==> src/hw/rtl/sdspi_pkg.sv <==
// Types and constants shared by the SD card SPI sector controller.
// No dependencies.
package sdspi_pkg;

    typedef enum logic [1:0] {
        FN_REQUEST = 2'd0,
        FN_XFER    = 2'd1,
        FN_DETECT  = 2'd2,
        FN_NONE    = 2'd3
    } t_func;

    localparam logic [1:0] RQ_INIT  = 2'd0;
    localparam logic [1:0] RQ_READ  = 2'd1;
    localparam logic [1:0] RQ_WRITE = 2'd2;

    typedef enum logic [4:0] {
        PH_IDLE, PH_CLOCKS, PH_CMD, PH_R1, PH_TAIL, PH_R32, PH_CID_SYNC,
        PH_CID_DATA, PH_TOKEN, PH_RD_DATA, PH_RD_CRC, PH_WR_PRE, PH_WR_DATA,
        PH_WR_CRC, PH_WR_RESP, PH_WR_BUSY, PH_R2
    } t_phase;

    localparam logic [3:0] ST_OK       = 4'd0;
    localparam logic [3:0] ST_NOTREADY = 4'd1;
    localparam logic [3:0] ST_RSTFAIL  = 4'd2;
    localparam logic [3:0] ST_BAD_R1   = 4'd3;
    localparam logic [3:0] ST_BAD_R7   = 4'd4;
    localparam logic [3:0] ST_BAD_OCR  = 4'd5;
    localparam logic [3:0] ST_BAD_TOK  = 4'd6;
    localparam logic [3:0] ST_REJECT   = 4'd7;
    localparam logic [3:0] ST_BUSY_TO  = 4'd8;
    localparam logic [3:0] ST_BAD_R2   = 4'd9;
    localparam logic [3:0] ST_BUSY     = 4'd10;

    localparam logic [5:0] CMD0  = 6'd0;
    localparam logic [5:0] CMD8  = 6'd8;
    localparam logic [5:0] CMD10 = 6'd10;
    localparam logic [5:0] CMD13 = 6'd13;
    localparam logic [5:0] CMD17 = 6'd17;
    localparam logic [5:0] CMD24 = 6'd24;
    localparam logic [5:0] CMD41 = 6'd41;
    localparam logic [5:0] CMD55 = 6'd55;
    localparam logic [5:0] CMD58 = 6'd58;

    localparam logic [2:0] CFG_RESET_RETRY = 3'd0;
    localparam logic [2:0] CFG_OPCOND_V2   = 3'd1;
    localparam logic [2:0] CFG_OPCOND_V1   = 3'd2;
    localparam logic [2:0] CFG_RESP_POLL   = 3'd3;
    localparam logic [2:0] CFG_TOKEN_POLL  = 3'd4;
    localparam logic [2:0] CFG_BUSY_POLL   = 3'd5;

    localparam int CFG_W = 17;
    localparam logic [16:0] IDLE_BYTES     = 17'd10;
    localparam logic [16:0] SECTOR_BYTES   = 17'd512;
    localparam logic [16:0] CID_BYTES      = 17'd20;
    localparam logic [16:0] CID_SYNC_LIMIT = 17'd100;

    typedef struct packed {
        logic [1:0]  func;
        logic [1:0]  request;
        logic [31:0] sector;
        logic [7:0]  rx_byte;
        logic [7:0]  wr_byte;
        logic        card_present;
    } t_in;

    typedef struct packed {
        logic       tx_valid;
        logic [7:0] tx_byte;
        logic       select_card;
        logic       rd_valid;
        logic [7:0] rd_byte;
        logic       wr_taken;
        logic       done_res;
        logic [3:0] status;
        logic       card_ready;
        logic       card_standard;
    } t_out;

    typedef struct packed {
        logic [7:0]  reset_retry;
        logic [15:0] opcond_v2;
        logic [15:0] opcond_v1;
        logic [7:0]  resp_poll;
        logic [15:0] token_poll;
        logic [16:0] busy_poll;
    } t_cfg;

endpackage

==> src/hw/rtl/sdspi_cfg.sv <==
// Configuration register file of the SD card SPI sector controller.
// Depends on sdspi_pkg.
module sdspi_cfg (
    input  logic                       i_clk,
    input  logic                       i_rst_n,
    input  logic                       i_cfg_we,
    input  logic [2:0]                 i_cfg_idx,
    input  logic [sdspi_pkg::CFG_W-1:0] i_cfg_data,
    output sdspi_pkg::t_cfg            o_cfg
);
    sdspi_pkg::t_cfg r_cfg;

    always_ff @(posedge i_clk) begin
        if (!i_rst_n) begin
            r_cfg.reset_retry <= 8'd10;
            r_cfg.opcond_v2   <= 16'd1000;
            r_cfg.opcond_v1   <= 16'd10;
            r_cfg.resp_poll   <= 8'd8;
            r_cfg.token_poll  <= 16'd1023;
            r_cfg.busy_poll   <= 17'd65536;
        end else if (i_cfg_we) begin
            case (i_cfg_idx)
                sdspi_pkg::CFG_RESET_RETRY: r_cfg.reset_retry <= i_cfg_data[7:0];
                sdspi_pkg::CFG_OPCOND_V2:   r_cfg.opcond_v2   <= i_cfg_data[15:0];
                sdspi_pkg::CFG_OPCOND_V1:   r_cfg.opcond_v1   <= i_cfg_data[15:0];
                sdspi_pkg::CFG_RESP_POLL:   r_cfg.resp_poll   <= i_cfg_data[7:0];
                sdspi_pkg::CFG_TOKEN_POLL:  r_cfg.token_poll  <= i_cfg_data[15:0];
                sdspi_pkg::CFG_BUSY_POLL:   r_cfg.busy_poll   <= i_cfg_data;
                default: ;
            endcase
        end
    end

    assign o_cfg = r_cfg;
endmodule

==> src/hw/rtl/sdspi_seq.sv <==
// Sequencer state and per-request next-state logic.
// Depends on sdspi_pkg.
module sdspi_seq (
    input  logic            i_clk,
    input  logic            i_rst_n,
    input  logic            i_go,
    input  sdspi_pkg::t_in  i_item,
    input  sdspi_pkg::t_cfg i_cfg,
    output sdspi_pkg::t_out o_res
);
    localparam logic [2:0] ACT_NONE   = 3'd0;
    localparam logic [2:0] ACT_EMIT   = 3'd1;
    localparam logic [2:0] ACT_GO     = 3'd2;
    localparam logic [2:0] ACT_FINISH = 3'd3;
    localparam logic [2:0] ACT_CMD    = 3'd4;

    sdspi_pkg::t_phase r_phase, n_phase;
    logic [16:0] r_cnt, n_cnt, cnt1;
    logic [15:0] r_retry, n_retry;
    logic [31:0] r_shift, n_shift, r_arg, n_arg;
    logic [5:0]  r_cmd, n_cmd;
    logic [7:0]  r_crc, n_crc;
    logic r_ready, n_ready, r_std, n_std, r_last, n_last;
    logic r_cs, n_cs, r_v1, n_v1, r_ocr, n_ocr;
    sdspi_pkg::t_out res;
    logic [7:0] rx;
    logic [16:0] rlim, tlim, blim;
    logic [15:0] olim;
    logic [31:0] m;
    logic [2:0] act;
    sdspi_pkg::t_phase go_ph;
    logic [3:0] fst;
    logic [5:0] sc;
    logic [31:0] sa;
    logic [7:0] scrc;

    assign cnt1 = r_cnt + 17'd1;
    assign rx = i_item.rx_byte;
    assign rlim = (i_cfg.resp_poll == 8'd0) ? 17'd1 : {9'd0, i_cfg.resp_poll};
    assign tlim = (i_cfg.token_poll == 16'd0) ? 17'd1 : {1'b0, i_cfg.token_poll};
    assign blim = (i_cfg.busy_poll == 17'd0) ? 17'd1 : i_cfg.busy_poll;
    assign olim = r_v1 ? i_cfg.opcond_v1 : i_cfg.opcond_v2;
    assign m = r_shift & 32'hc0300000;

    always_comb begin
        n_phase = r_phase; n_cnt = r_cnt; n_retry = r_retry; n_shift = r_shift;
        n_arg = r_arg; n_cmd = r_cmd; n_crc = r_crc; n_ready = r_ready;
        n_std = r_std; n_last = r_last; n_cs = r_cs; n_v1 = r_v1; n_ocr = r_ocr;
        res = '0;
        act = ACT_NONE; go_ph = sdspi_pkg::PH_IDLE; fst = '0;
        sc = '0; sa = '0; scrc = 8'hff;

        // Each exchange step picks one action, applied after the phase case.
        case (sdspi_pkg::t_func'(i_item.func))
            sdspi_pkg::FN_REQUEST: begin
                if (r_phase != sdspi_pkg::PH_IDLE) begin
                    res.status = sdspi_pkg::ST_BUSY;
                end else if (i_item.request == sdspi_pkg::RQ_INIT) begin
                    n_ready = 1'b0; n_v1 = 1'b0; n_ocr = 1'b0; n_retry = '0;
                    n_cs = 1'b0; n_phase = sdspi_pkg::PH_CLOCKS; n_cnt = '0;
                    res.tx_valid = 1'b1; res.tx_byte = 8'hff;
                end else if (i_item.request == sdspi_pkg::RQ_READ ||
                             i_item.request == sdspi_pkg::RQ_WRITE) begin
                    if (!r_ready) begin
                        res.done_res = 1'b1; res.status = sdspi_pkg::ST_NOTREADY;
                    end else begin
                        n_cmd = (i_item.request == sdspi_pkg::RQ_READ) ?
                                sdspi_pkg::CMD17 : sdspi_pkg::CMD24;
                        n_arg = r_std ? {i_item.sector[22:0], 9'd0} : i_item.sector;
                        n_crc = 8'hff; n_cs = 1'b1; n_phase = sdspi_pkg::PH_CMD;
                        n_cnt = '0; res.tx_valid = 1'b1;
                        res.tx_byte = {2'b01, n_cmd};
                    end
                end
            end
            sdspi_pkg::FN_DETECT: begin
                if (!i_item.card_present && r_last) n_ready = 1'b0;
                if (i_item.card_present && !r_last &&
                    r_phase == sdspi_pkg::PH_IDLE) begin
                    n_ready = 1'b0; n_v1 = 1'b0; n_ocr = 1'b0; n_retry = '0;
                    n_cs = 1'b0; n_phase = sdspi_pkg::PH_CLOCKS; n_cnt = '0;
                    res.tx_valid = 1'b1; res.tx_byte = 8'hff;
                end
                n_last = i_item.card_present;
            end
            sdspi_pkg::FN_XFER: begin
                case (r_phase)
                    sdspi_pkg::PH_CLOCKS: begin
                        n_cnt = cnt1;
                        if (cnt1 < sdspi_pkg::IDLE_BYTES) act = ACT_EMIT;
                        else begin act = ACT_CMD; sc = sdspi_pkg::CMD0; scrc = 8'h95; end
                    end
                    sdspi_pkg::PH_CMD: begin
                        n_cnt = cnt1;
                        if (cnt1 < 17'd6) begin
                            res.tx_valid = 1'b1;
                            case (cnt1[2:0])
                                3'd1: res.tx_byte = r_arg[31:24];
                                3'd2: res.tx_byte = r_arg[23:16];
                                3'd3: res.tx_byte = r_arg[15:8];
                                3'd4: res.tx_byte = r_arg[7:0];
                                default: res.tx_byte = r_crc;
                            endcase
                        end else begin act = ACT_GO; go_ph = sdspi_pkg::PH_R1; end
                    end
                    sdspi_pkg::PH_R1: begin
                        n_cnt = cnt1;
                        if (rx != 8'hff || cnt1 >= rlim) begin
                            case (r_cmd)
                                sdspi_pkg::CMD0, sdspi_pkg::CMD55, sdspi_pkg::CMD41: begin
                                    n_shift = {24'd0, rx}; n_cs = 1'b0;
                                    act = ACT_GO; go_ph = sdspi_pkg::PH_TAIL;
                                end
                                sdspi_pkg::CMD8: begin
                                    if (rx == 8'h01) begin
                                        n_shift = '0; act = ACT_GO;
                                        go_ph = sdspi_pkg::PH_R32;
                                    end else if (rx == 8'h05) begin
                                        n_v1 = 1'b1; act = ACT_CMD; sc = sdspi_pkg::CMD58;
                                    end else begin
                                        act = ACT_FINISH; fst = sdspi_pkg::ST_BAD_R1;
                                    end
                                end
                                default: begin
                                    if (rx != 8'h00) begin
                                        act = ACT_FINISH; fst = sdspi_pkg::ST_BAD_R1;
                                    end else begin
                                        act = ACT_GO;
                                        case (r_cmd)
                                            sdspi_pkg::CMD58: begin
                                                n_shift = '0; go_ph = sdspi_pkg::PH_R32;
                                            end
                                            sdspi_pkg::CMD10: go_ph = sdspi_pkg::PH_CID_SYNC;
                                            sdspi_pkg::CMD17: go_ph = sdspi_pkg::PH_TOKEN;
                                            sdspi_pkg::CMD24: go_ph = sdspi_pkg::PH_WR_PRE;
                                            default: go_ph = sdspi_pkg::PH_R2;
                                        endcase
                                    end
                                end
                            endcase
                        end else act = ACT_EMIT;
                    end
                    sdspi_pkg::PH_TAIL: begin
                        case (r_cmd)
                            sdspi_pkg::CMD0: begin
                                if (r_shift[7:0] == 8'h01) begin
                                    act = ACT_CMD; sc = sdspi_pkg::CMD8;
                                    sa = 32'h000001aa; scrc = 8'h87;
                                end else if (r_retry >= {8'd0, i_cfg.reset_retry}) begin
                                    act = ACT_FINISH; fst = sdspi_pkg::ST_RSTFAIL;
                                end else begin
                                    n_retry = r_retry + 16'd1; n_cs = 1'b0;
                                    act = ACT_GO; go_ph = sdspi_pkg::PH_CLOCKS;
                                end
                            end
                            sdspi_pkg::CMD8: begin
                                if (r_shift[15:0] != 16'h01aa) begin
                                    act = ACT_FINISH; fst = sdspi_pkg::ST_BAD_R7;
                                end else begin
                                    n_retry = '0; act = ACT_CMD; sc = sdspi_pkg::CMD55;
                                end
                            end
                            sdspi_pkg::CMD55: begin
                                if (r_shift[7:0] != 8'h01) begin
                                    act = ACT_FINISH; fst = sdspi_pkg::ST_BAD_R1;
                                end else begin
                                    act = ACT_CMD; sc = sdspi_pkg::CMD41; sa = 32'h40000000;
                                end
                            end
                            sdspi_pkg::CMD41: begin
                                if (r_shift[7:0] == 8'h00) begin
                                    if (r_v1) begin
                                        n_std = 1'b1; n_ready = 1'b1;
                                        act = ACT_FINISH; fst = sdspi_pkg::ST_OK;
                                    end else begin act = ACT_CMD; sc = sdspi_pkg::CMD58; end
                                end else if (r_retry >= olim) begin
                                    act = ACT_FINISH; fst = sdspi_pkg::ST_BAD_R1;
                                end else begin
                                    n_retry = r_retry + 16'd1; act = ACT_CMD;
                                    if (r_v1) begin
                                        sc = sdspi_pkg::CMD41; sa = 32'h40000000;
                                    end else sc = sdspi_pkg::CMD55;
                                end
                            end
                            sdspi_pkg::CMD58: begin
                                if (r_v1) begin
                                    if (r_shift != 32'he0ff8000) begin
                                        act = ACT_FINISH; fst = sdspi_pkg::ST_BAD_OCR;
                                    end else begin
                                        n_retry = '0; act = ACT_CMD;
                                        sc = sdspi_pkg::CMD41; sa = 32'h40000000;
                                    end
                                end else begin
                                    n_ocr = m[31] && (m[21:20] != 2'b00);
                                    if (m[31] && (m[21:20] != 2'b00)) n_std = !m[30];
                                    act = ACT_CMD; sc = sdspi_pkg::CMD10;
                                end
                            end
                            default: begin act = ACT_FINISH; fst = sdspi_pkg::ST_OK; end
                        endcase
                    end
                    sdspi_pkg::PH_R32: begin
                        n_shift = {r_shift[23:0], rx}; n_cnt = cnt1;
                        if (cnt1 < 17'd4) act = ACT_EMIT;
                        else begin
                            n_cs = 1'b0; act = ACT_GO; go_ph = sdspi_pkg::PH_TAIL;
                        end
                    end
                    sdspi_pkg::PH_CID_SYNC, sdspi_pkg::PH_CID_DATA: begin
                        n_cnt = cnt1;
                        if (r_phase == sdspi_pkg::PH_CID_SYNC && rx == 8'hfe) begin
                            act = ACT_GO; go_ph = sdspi_pkg::PH_CID_DATA;
                        end else if ((r_phase == sdspi_pkg::PH_CID_SYNC &&
                                      cnt1 >= sdspi_pkg::CID_SYNC_LIMIT) ||
                                     (r_phase == sdspi_pkg::PH_CID_DATA &&
                                      cnt1 >= sdspi_pkg::CID_BYTES)) begin
                            act = ACT_FINISH;
                            if (r_ocr) begin n_ready = 1'b1; fst = sdspi_pkg::ST_OK; end
                            else fst = sdspi_pkg::ST_BAD_OCR;
                        end else act = ACT_EMIT;
                    end
                    sdspi_pkg::PH_TOKEN: begin
                        n_cnt = cnt1;
                        if (rx != 8'hff || cnt1 >= tlim) begin
                            if (rx == 8'hfe) begin
                                act = ACT_GO; go_ph = sdspi_pkg::PH_RD_DATA;
                            end else begin
                                act = ACT_FINISH; fst = sdspi_pkg::ST_BAD_TOK;
                            end
                        end else act = ACT_EMIT;
                    end
                    sdspi_pkg::PH_RD_DATA: begin
                        res.rd_valid = 1'b1; res.rd_byte = rx; n_cnt = cnt1;
                        if (cnt1 < sdspi_pkg::SECTOR_BYTES) act = ACT_EMIT;
                        else begin act = ACT_GO; go_ph = sdspi_pkg::PH_RD_CRC; end
                    end
                    sdspi_pkg::PH_RD_CRC: begin
                        n_cnt = cnt1;
                        if (cnt1 < 17'd2) act = ACT_EMIT;
                        else begin
                            n_cs = 1'b0; act = ACT_GO; go_ph = sdspi_pkg::PH_TAIL;
                        end
                    end
                    sdspi_pkg::PH_WR_PRE: begin
                        n_cnt = cnt1; res.tx_valid = 1'b1;
                        if (cnt1 < 17'd2) res.tx_byte = 8'hfe;
                        else begin
                            n_phase = sdspi_pkg::PH_WR_DATA; n_cnt = '0;
                            res.tx_byte = i_item.wr_byte; res.wr_taken = 1'b1;
                        end
                    end
                    sdspi_pkg::PH_WR_DATA: begin
                        n_cnt = cnt1;
                        if (cnt1 < sdspi_pkg::SECTOR_BYTES) begin
                            res.tx_valid = 1'b1; res.tx_byte = i_item.wr_byte;
                            res.wr_taken = 1'b1;
                        end else begin act = ACT_GO; go_ph = sdspi_pkg::PH_WR_CRC; end
                    end
                    sdspi_pkg::PH_WR_CRC: begin
                        n_cnt = cnt1;
                        if (cnt1 < 17'd2) act = ACT_EMIT;
                        else begin act = ACT_GO; go_ph = sdspi_pkg::PH_WR_RESP; end
                    end
                    sdspi_pkg::PH_WR_RESP: begin
                        if (rx[4:0] != 5'h05) begin
                            act = ACT_FINISH; fst = sdspi_pkg::ST_REJECT;
                        end else begin act = ACT_GO; go_ph = sdspi_pkg::PH_WR_BUSY; end
                    end
                    sdspi_pkg::PH_WR_BUSY: begin
                        n_cnt = cnt1;
                        if (rx != 8'h00) begin act = ACT_CMD; sc = sdspi_pkg::CMD13; end
                        else if (cnt1 >= blim) begin
                            act = ACT_FINISH; fst = sdspi_pkg::ST_BUSY_TO;
                        end else act = ACT_EMIT;
                    end
                    sdspi_pkg::PH_R2: begin
                        if (rx != 8'h00) begin
                            act = ACT_FINISH; fst = sdspi_pkg::ST_BAD_R2;
                        end else begin act = ACT_GO; go_ph = sdspi_pkg::PH_TAIL; end
                    end
                    default: ;
                endcase
                case (act)
                    ACT_EMIT: begin res.tx_valid = 1'b1; res.tx_byte = 8'hff; end
                    ACT_GO: begin
                        n_phase = go_ph; n_cnt = '0;
                        res.tx_valid = 1'b1; res.tx_byte = 8'hff;
                    end
                    ACT_FINISH: begin
                        n_cs = 1'b0; n_phase = sdspi_pkg::PH_IDLE; n_cnt = '0;
                        res.done_res = 1'b1; res.status = fst;
                    end
                    ACT_CMD: begin
                        n_cmd = sc; n_arg = sa; n_crc = scrc; n_cs = 1'b1;
                        n_phase = sdspi_pkg::PH_CMD; n_cnt = '0;
                        res.tx_valid = 1'b1; res.tx_byte = {2'b01, sc};
                    end
                    default: ;
                endcase
            end
            default: ;
        endcase
        res.select_card = n_cs;
        res.card_ready = n_ready;
        res.card_standard = n_std;
    end

    always_ff @(posedge i_clk) begin
        if (!i_rst_n) begin
            r_phase <= sdspi_pkg::PH_IDLE; r_cnt <= '0; r_retry <= '0;
            r_shift <= '0; r_arg <= '0; r_cmd <= '0; r_crc <= '0;
            r_ready <= 1'b0; r_std <= 1'b0; r_last <= 1'b0;
            r_cs <= 1'b0; r_v1 <= 1'b0; r_ocr <= 1'b0;
        end else if (i_go) begin
            r_phase <= n_phase; r_cnt <= n_cnt; r_retry <= n_retry;
            r_shift <= n_shift; r_arg <= n_arg; r_cmd <= n_cmd; r_crc <= n_crc;
            r_ready <= n_ready; r_std <= n_std; r_last <= n_last;
            r_cs <= n_cs; r_v1 <= n_v1; r_ocr <= n_ocr;
        end
    end

    assign o_res = res;
endmodule

==> src/hw/rtl/sd_card_spi_sector_controller.sv <==
// Top level of the SD card SPI-mode sector controller.
// Depends on sdspi_pkg, sdspi_cfg and sdspi_seq.
//
//  channel   dir  handshake                 payload
//  -------   ---  ------------------------  --------------------
//  request   in   i_in_valid / o_in_stall   i_in  (t_in)
//  result    out  o_out_valid / i_out_stall o_out (t_out)
//  config    in   i_cfg_we                  i_cfg_idx, i_cfg_data
//
// One request in, one result out. The sequencer update is registered: a
// request is taken at an edge and its result sits in the output register
// from the next cycle, so a request can be taken in every cycle while the
// result side keeps up. A stalled result holds; the input stalls only when
// the output register is full and stalled. Reset (synchronous, active low)
// returns the sequencer to idle and the config registers to defaults.
module sd_card_spi_sector_controller (
    input  logic                        i_clk,
    input  logic                        i_rst_n,
    input  logic                        i_in_valid,
    output logic                        o_in_stall,
    input  sdspi_pkg::t_in              i_in,
    output logic                        o_out_valid,
    input  logic                        i_out_stall,
    output sdspi_pkg::t_out             o_out,
    input  logic                        i_cfg_we,
    input  logic [2:0]                  i_cfg_idx,
    input  logic [sdspi_pkg::CFG_W-1:0] i_cfg_data
);
    sdspi_pkg::t_cfg cfg;
    sdspi_pkg::t_out res;
    sdspi_pkg::t_out r_out;
    logic r_out_valid;
    logic go;

    // Take a request when the output slot is free or being emptied.
    assign o_in_stall = r_out_valid && i_out_stall;
    assign go = i_in_valid && !o_in_stall;

    sdspi_cfg u_cfg (
        .i_clk(i_clk), .i_rst_n(i_rst_n), .i_cfg_we(i_cfg_we),
        .i_cfg_idx(i_cfg_idx), .i_cfg_data(i_cfg_data), .o_cfg(cfg)
    );

    sdspi_seq u_seq (
        .i_clk(i_clk), .i_rst_n(i_rst_n), .i_go(go),
        .i_item(i_in), .i_cfg(cfg), .o_res(res)
    );

    always_ff @(posedge i_clk) begin
        if (!i_rst_n) begin
            r_out_valid <= 1'b0;
        end else if (!o_in_stall) begin
            r_out_valid <= go;
        end
    end

    // Load the result register with each taken request.
    always_ff @(posedge i_clk) begin
        if (go) begin
            r_out <= res;
        end
    end

    assign o_out_valid = r_out_valid;
    assign o_out = r_out;
endmodule

==> config.mk <==
export PLATFORM = sky130hd
export DESIGN_NAME = sd_card_spi_sector_controller
export DESIGN_NICKNAME = d
export VERILOG_FILES = /design/src/hw/rtl/sdspi_pkg.sv /design/src/hw/rtl/sdspi_cfg.sv /design/src/hw/rtl/sdspi_seq.sv /design/src/hw/rtl/sd_card_spi_sector_controller.sv
export SDC_FILE = /design/constraint.sdc
export NUM_CORES = 1
export LEC_CHECK = 0
export BUFFER_PORTS_ARGS = -buffer_cell sky130_fd_sc_hd__buf_4
export CORE_ASPECT_RATIO = 0.75
export CORE_MARGIN = 3
export CORE_UTILIZATION = 35
export CTS_CLUSTER_SIZE = 28
export DETAILED_ROUTE_END_ITERATION = 12
export SETUP_SLACK_MARGIN = 0.2
export SLEW_MARGIN = 20
export SYNTH_ARGS = -nofsm -noshare
export SYNTH_HDL_FRONTEND = slang
export SYNTH_SLANG_ARGS = --single-unit
export TNS_END_PERCENT = 5
==> constraint.sdc <==
create_clock -name i_clk -period 4.7 [get_ports i_clk]
set_clock_uncertainty 0.2 [all_clocks]
set_input_delay 0.235 -clock i_clk [delete_from_list [all_inputs] [get_ports i_clk]]
set_output_delay 0.235 -clock i_clk [all_outputs]
set_load 0.01 [all_outputs]
==> flow_summary.yaml, run 1 <==
sta:
  tightestPinTransition_ps: 945
  slew_headroom_pct: 36.4
  max_freq_ghz: 0.225
  fin_crit_sh_pct: 94.5
  rsz0062_at_grt: "yes"
  period_minus_slack_ps: 4440
  hold_viol: 0
  drv_slew: 0
  setup_viol: 0
global_route:
  grt_pass1_vias: 13130
  overflow: 0
  grt_usage_pct: 21.5
  grt_antenna_before_repair: 3
  grt_pass1_wl_mm: 74.0
  grt_max_degree: 109
critical_path:
  rr_endpoint: "o_out[23]"
  path_cells: "ha_4 -> nand3_4 -> buf_6 -> nor3_4 -> xnor2_2 -> inv_2 -> ha_4 -> a21oi_2 -> o21ai_1 -> a2111oi_2 -> o211ai_1 -> o21ai_1 -> nand4_1 -> or4_4 -> or4_4 -> nand2_4 -> a311oi_1"
  rrSetupSlack_ps: 260
  cp_slowest_stage_delay_ps: 590
  reg2reg_depth: 17
  worst_path_max_delay_cell: "or4_4"
  end_kind: "flip-flop"
  worstPathMaxFanout: 7
  arrival_ps: 4510
  cp-start-kind: "flip-flop"
  required_ps: 4770
  path_class: "reg -> reg"
  reg2reg_from: "u_seq.r_cnt[1]"
final_layout:
  final_cells: 2516
  n_fill_cell: 3747
  layout.nets: 2139
  multi_input_area_mm2: 0.00884
  regArea_mm2: 0.00483
  area_growth_pct: 27.6
  final_util_pct: 46.0
  final_common_cell: "nand2_1"
  final_cell_area_mm2: 0.0179
  drive_above_1_share_pct: 16.9
  final_cell_mix: "nand2_1 (290), buf_4 (201), dfxtp_1 (193)"
outcome:
  status: "finished, final reports clean"
worst_hold_path:
  min_delay_path_depth: 5
  worstHoldStart: "i_cfg_idx[0]"
  hold_class: "in -> reg"
  holdPathEnd: "u_cfg.o_cfg[17]"
floorplanning:
  dieWidth_um: 237
  io_pins: 107
  dieArea_mm2: 0.0425
  initial_core_util_pct: 36.0
  dieHeight_um: 179
  core_region_area_mm2: 0.0389
  rows: 62
placement:
  hpwl_mm: 34.3
  placed_area_mm2: 0.0158
  port_buffers: 106
  dp_cells: 2379
  gp_congestion: 0.963
power_and_ir_drop:
  vdd_drop_max_mv: 0.230
  comb_power_share_pct: 12.5
  powerDensity_mw_per_mm2: 255
  p_int_uw: 3330
  p_leak_uw: 0.00707
  p_sw_uw: 1230
  p_sw_share_pct: 27.0
  p_seq_share_pct: 44.8
  clock_power_share_pct: 42.7
synthesis:
  synth_area_mm2: 0.0140
  seq_area_frac_synth_pct: 34.4
  syn_inst: 1769
  synth_cell_types: 84
  avgSynthCellArea_um2: 7.92
  ys_ff_latch: 227
  synth_nets: 1925
  synth_warnings: 0
  synth_edf_count: 27
  async_flop_share_pct: 0
  ys.flop_type: "dfxtp_1"
clocking:
  cts_tree: "yes"
  cts-root-buf: "clkbuf_16"
  clock_latency_ps: 560
  path_clk_slew_ps: 70
  htreeDepth: 1
  cts_sinks: 227
  cts.path.max_buffers: 3
  numCtsBuffers: 26
detailed_routing:
  vias: 14293
  wirelength_mm: 47.7
  drt-initial-drc-count: 1471
  via_per_inst: 5.68
  ant_nets: 0
  drc: 0
  wl_per_cell_um: 19.0
  firstDrtPassIters: 6
job:
  drv_cap: 0
## stage by stage
stage	total power, uW	setup slack (ps)	hold slack [ps]	TNS (ps)
3_5_place_dp	2580	-171	257	-1760
4_1_cts	4600	101	7.33	0
5_1_grt	4750	103	76.5	0
3_3_place_gp	2580	-148	249	-990
2_1_floorplan	2370	202	159	0
6_report	4570	259	50.0	0
## how the worst max path moves through the flow
stage / start / end / slack (ps) / cells after the start
floorplan: u_seq.r_cnt[0] / u_seq.r_cnt[8] / 200 / 17
global placement: u_seq.r_cnt[1] / o_out[18] / -150 / 15
detailed placement: u_seq.r_cnt[1] / o_out[23] / -170 / 15
CTS: u_seq.r_cnt[0] / o_out[23] / 100 / 16
global route: u_seq.r_cnt[6] / o_out[23] / 100 / 17
finish: u_seq.r_cnt[1] / o_out[23] / 260 / 17
## critical path, delay by kind of cell (launching register included)
family                     cells  cell delay, ps
and+or+nand+nor                6            1680
AOI/OAI and AO/OA              6            1140
DFF                            1             370
adders and majority gates      2             370
buffers and inverters          2             210
xor gates and xnor gates       1             150
## state kept, by name, indices dropped and copies added (netlist names)
| signal | cells |
|---|---|
| u_seq.r_std | 1 |
| u_seq.r_arg | 32 |
| u_seq.r_cnt | 17 |
| u_cfg.o_cfg | 81 |
| o_out | 27 |
| u_seq.r_retry | 16 |
| u_seq.r_phase | 5 |
| u_seq.r_last | 1 |
| u_seq.r_ocr | 1 |
| u_seq.r_cmd | 6 |
| o_out_valid | 1 |
| u_seq.r_crc | 4 |
| u_seq.r_cs | 1 |
| u_seq.r_ready | 1 |
| u_seq.r_v1 | 1 |
| u_seq.r_shift | 32 |
## per-layer routing
metal	vias to the layer above	track usage [%]	part of all wire, %
li1	6828	-	-
met1	6818	32.0	48
met2	546	31.6	42
met3	95	4.75	7.9
met4	6	4.68	2.2
met5	-	0	0.082
## cells in the mapped netlist (25+ instances only)
cell | instances | share of area (%)
nor2b_1 | 42 | 1.9
nor3_1 | 69 | 2.5
nand2_1 | 291 | 7.8
o21ai_0 | 63 | 2.3
a21boi_0 | 94 | 5.0
mux2i_1 | 43 | 3.1
nor4_1 | 30 | 1.3
clkbuf_1 | 76 | 2.0
and3_1 | 25 | 1.1
dfxtp_1 | 200 | 29
nor2_1 | 100 | 2.7
a21oi_1 | 90 | 3.2
ha_1 | 78 | 7.0
nand4_1 | 58 | 2.6
edfxtp_1 | 27 | 5.8
nand3_1 | 57 | 2.0
inv_1 | 87 | 2.3
## power by group through the flow
| stage | logic, uW | clock network, uW | registers, uW |
|---|---|---|---|
| global route | 619 | 2080 | 2050 |
| floorplan | 286 | 0 | 2080 |
| detailed placement | 492 | 0 | 2090 |
| CTS | 548 | 2000 | 2050 |
| global placement | 490 | 0 | 2090 |
| finish | 569 | 1950 | 2050 |
## what timing repair did
item,in CTS,in global routing
setup endpoints to repair,60,61
pin swaps,6,35
buffers inserted,2,9
hold endpoints to repair,138,0
cloned,0,1
gates resized for setup,15,70
hold buffers,76,0
## logic make-up (layout without fill, tap and decap cells)
group / count (synthesis) / count (layout) / synth area share (%)
buffers and inverters: 193 / 426 / 5.44
adder cells (fa/ha/maj): 78 / 78 / 6.97
AO/OA/AOI/OAI: 427 / 427 / 21.0
other: 0 / 1 / 0
AND/OR/NAND/NOR: 763 / 764 / 26.8
multiplexers: 44 / 44 / 3.15
XOR/XNOR: 37 / 37 / 2.31
flip-flops: 227 / 227 / 34.4
## final cells by class
cell class                 count  area share, %
clock inverter                15          0.539
multi-input combinational   1350           49.5
clock buffer                  33           3.96
antenna                        1         0.0140
tap                          512           3.58
sequential                   227           27.0
timing repair buffer         289           13.6
inverter                      89           1.87
Power figures use the tool's default switching activity.
==> run 2, diff against run 1 <==
--- a/config.mk
+++ b/config.mk
@@ -10,4 +10,5 @@
 export CORE_MARGIN = 3
 export CORE_UTILIZATION = 35
+export CTS_CLUSTER_DIAMETER = 30
 export CTS_CLUSTER_SIZE = 28
 export DETAILED_ROUTE_END_ITERATION = 12
==> constraint.sdc (replaced) <==
create_clock -name i_clk -period 4.7 [get_ports i_clk]
set_clock_uncertainty 0.2 [all_clocks]
set_input_delay 0.94 -clock i_clk [delete_from_list [all_inputs] [get_ports i_clk]]
set_output_delay 0.94 -clock i_clk [all_outputs]
set_load 0.01 [all_outputs]
==> run 2 against run 1 <==
Against the previous run:
- combinational power is 8.4% lower
- clock-buffer cell count rose by 28
- sequential share of layout area is 0.17 points lower
==> flow_summary.yaml, run 2 (same netlist as run 1, synthesis figures left out) <==
sta:
  period_minus_slack_ps: 4370
  whs_ps: 262
  hold_viol: 0
  tightestPinTransition_ps: 1020
  fin_crit_sh_pct: 92.9
  max_freq_ghz: 0.229
  slew_headroom_pct: 31.6
  drv_slew: 0
  fin_setup_tns_ps: 0
  setup_viol: 0
  rsz0062_at_grt: "yes"
detailed_routing:
  ant_nets: 0
  vias: 13997
  wl_per_cell_um: 19.1
  firstDrtPassIters: 5
  wirelength_mm: 47.4
  via_per_inst: 5.64
  drc: 0
  drt-initial-drc-count: 1353
final_layout:
  largest_register_ffs: 81
  area_growth_pct: 28.4
  drive_above_1_share_pct: 19.1
  multi_input_area_mm2: 0.00876
  final_cell_mix: "nand2_1 (289), buf_4 (196), dfxtp_1 (193)"
  layout.nets: 2080
  final_util_pct: 46.3
  n_fill_cell: 3755
  diodes: 0
  final_cell_area_mm2: 0.0180
  regArea_mm2: 0.00483
  final_common_cell: "nand2_1"
floorplanning:
  dieArea_mm2: 0.0425
  initial_core_util_pct: 36.0
  io_pins: 107
  dieHeight_um: 179
  dieWidth_um: 237
  core_region_area_mm2: 0.0389
  rows: 62
clocking:
  htreeDepth: 2
  clock_latency_ps: 580
  cts_tree: "yes"
  path_clk_slew_ps: 50
  cts.path.max_buffers: 3
  cts_hold_repair.buffers: 0
  numCtsBuffers: 53
  cts_sinks: 227
  cts-root-buf: "clkbuf_16"
critical_path:
  end_kind: "flip-flop"
  required_ps: 5000
  cp_slowest_stage_delay_ps: 700
  path_class: "reg -> reg"
  cp_common_cell: "buf_4"
  path_cells: "buf_4 -> mux2i_2 -> ha_1 -> nand4_1 -> a2111oi_1 -> o31a_1 -> buf_4 -> nor4_2 -> buf_4 -> a211oi_1 -> nand2_1 -> or4_4 -> nand3b_1 -> o221ai_2"
  path_delay_family: "simple AND/OR/NAND/NOR gates"
  cp_num_buf_inv: 3
  arrival_ps: 4660
  worst_path_max_delay_cell: "or4_4"
  worstPathMaxFanout: 17
  cp-start-kind: "flip-flop"
power_and_ir_drop:
  powerDensity_mw_per_mm2: 351
  p_leak_uw: 0.00714
  total_power_uw: 6310
  vdd_drop_max_mv: 0.314
global_route:
  busiest_layer: "met1"
  grt_usage_pct: 21.3
  grtUsageMet3_pct: 4.04
  grt_use_met2_pct: 31.1
  grt_max_degree: 80
  grt_pass1_vias: 13082
  grt_antenna_before_repair: 1
  grt_pass1_wl_mm: 73.2
  overflow: 0
  met1_usage_pct: 32.1
placement:
  placed_area_mm2: 0.0158
  hpwl_mm: 34.4
  port_buffers: 106
  gp_congestion: 0.980
outcome:
  status: "finished, final reports clean"
worst_hold_path:
  hold_class: "reg -> reg"
job:
  drv_cap: 0
[run 2: cell types whose count changed in the layout (fill, tap and decap cells not counted), moves of 5 or more]
cell / previous run / this run
buf_4: 201 / 196
inv_6: 0 / 9
dlygate4sd3_1: 76 / 0
clkinv_4: 2 / 7
clkbuf_16: 27 / 54
clkbuf_8: 1 / 6
clkinvlp_4: 3 / 9
[run 2: per-layer routing]
| metal | up-vias | part of all wire (%) | wire, um |
|---|---|---|---|
| li1 | 6738 | - | - |
| met1 | 6685 | 49 | 23400 |
| met2 | 501 | 41 | 19400 |
| met3 | 71 | 7.8 | 3680 |
| met4 | 2 | 1.9 | 901 |
| met5 | - | 0.025 | 12 |
[run 2: where the power goes]
group	internal, uW	switching (uW)	leakage [uW]	total [uW]
Combinational	207	315	0.00436	521
Clock	2410	1330	0.000886	3730
Sequential	2020	36.8	0.00190	2050
Total	4630	1680	0.00714	6310
[run 2: timing repair]
action / in CTS / in global routing
endpoints found under the setup margin: 48 / 38
resized for setup: 9 / 53
buffers inserted: 0 / 5
gates cloned: 0 / 2
pin swaps: 3 / 20
[run 2: final timing paths]
kind,startpoint,endpoint,slack [ps],cells after the start
worst max-delay path,u_seq.r_v1,u_seq.r_cnt[8],330,14
worst min-delay path,u_cfg.o_cfg[53],u_cfg.o_cfg[53],260,2
worst max register to register,u_seq.r_v1,u_seq.r_cnt[8],330,14
worst min register to register,u_cfg.o_cfg[53],u_cfg.o_cfg[53],260,2
[run 2: final cells by class]
class                           instances  area share, %
Clock buffer                           61           7.99
Clock inverter                         39           2.34
Inverter                               89           1.86
Multi-Input combinational cell       1350           48.7
Sequential cell                       227           26.8
Tap cell                              512           3.56
Timing Repair Buffer                  203           8.72
[run 2: metrics by stage]
step           cells  setup slack [ps]
4_1_cts         2474               175
3_5_place_dp    2374              -139
3_3_place_gp    2374              18.3
2_1_floorplan   1769               202
6_report        2481               334
5_1_grt         2481               136
[run 2: worst register-to-register path: stages, from the launching register on]
cell       delay, ps
dfxtp_1          410
buf_4            330
mux2i_2          390
ha_1             210
nand4_1          140
a2111oi_1        440
o31a_1           290
buf_4            170
nor4_2            80
buf_4            150
a211oi_1         260
nand2_1          220
or4_4            700
nand3b_1         240
o221ai_2          70
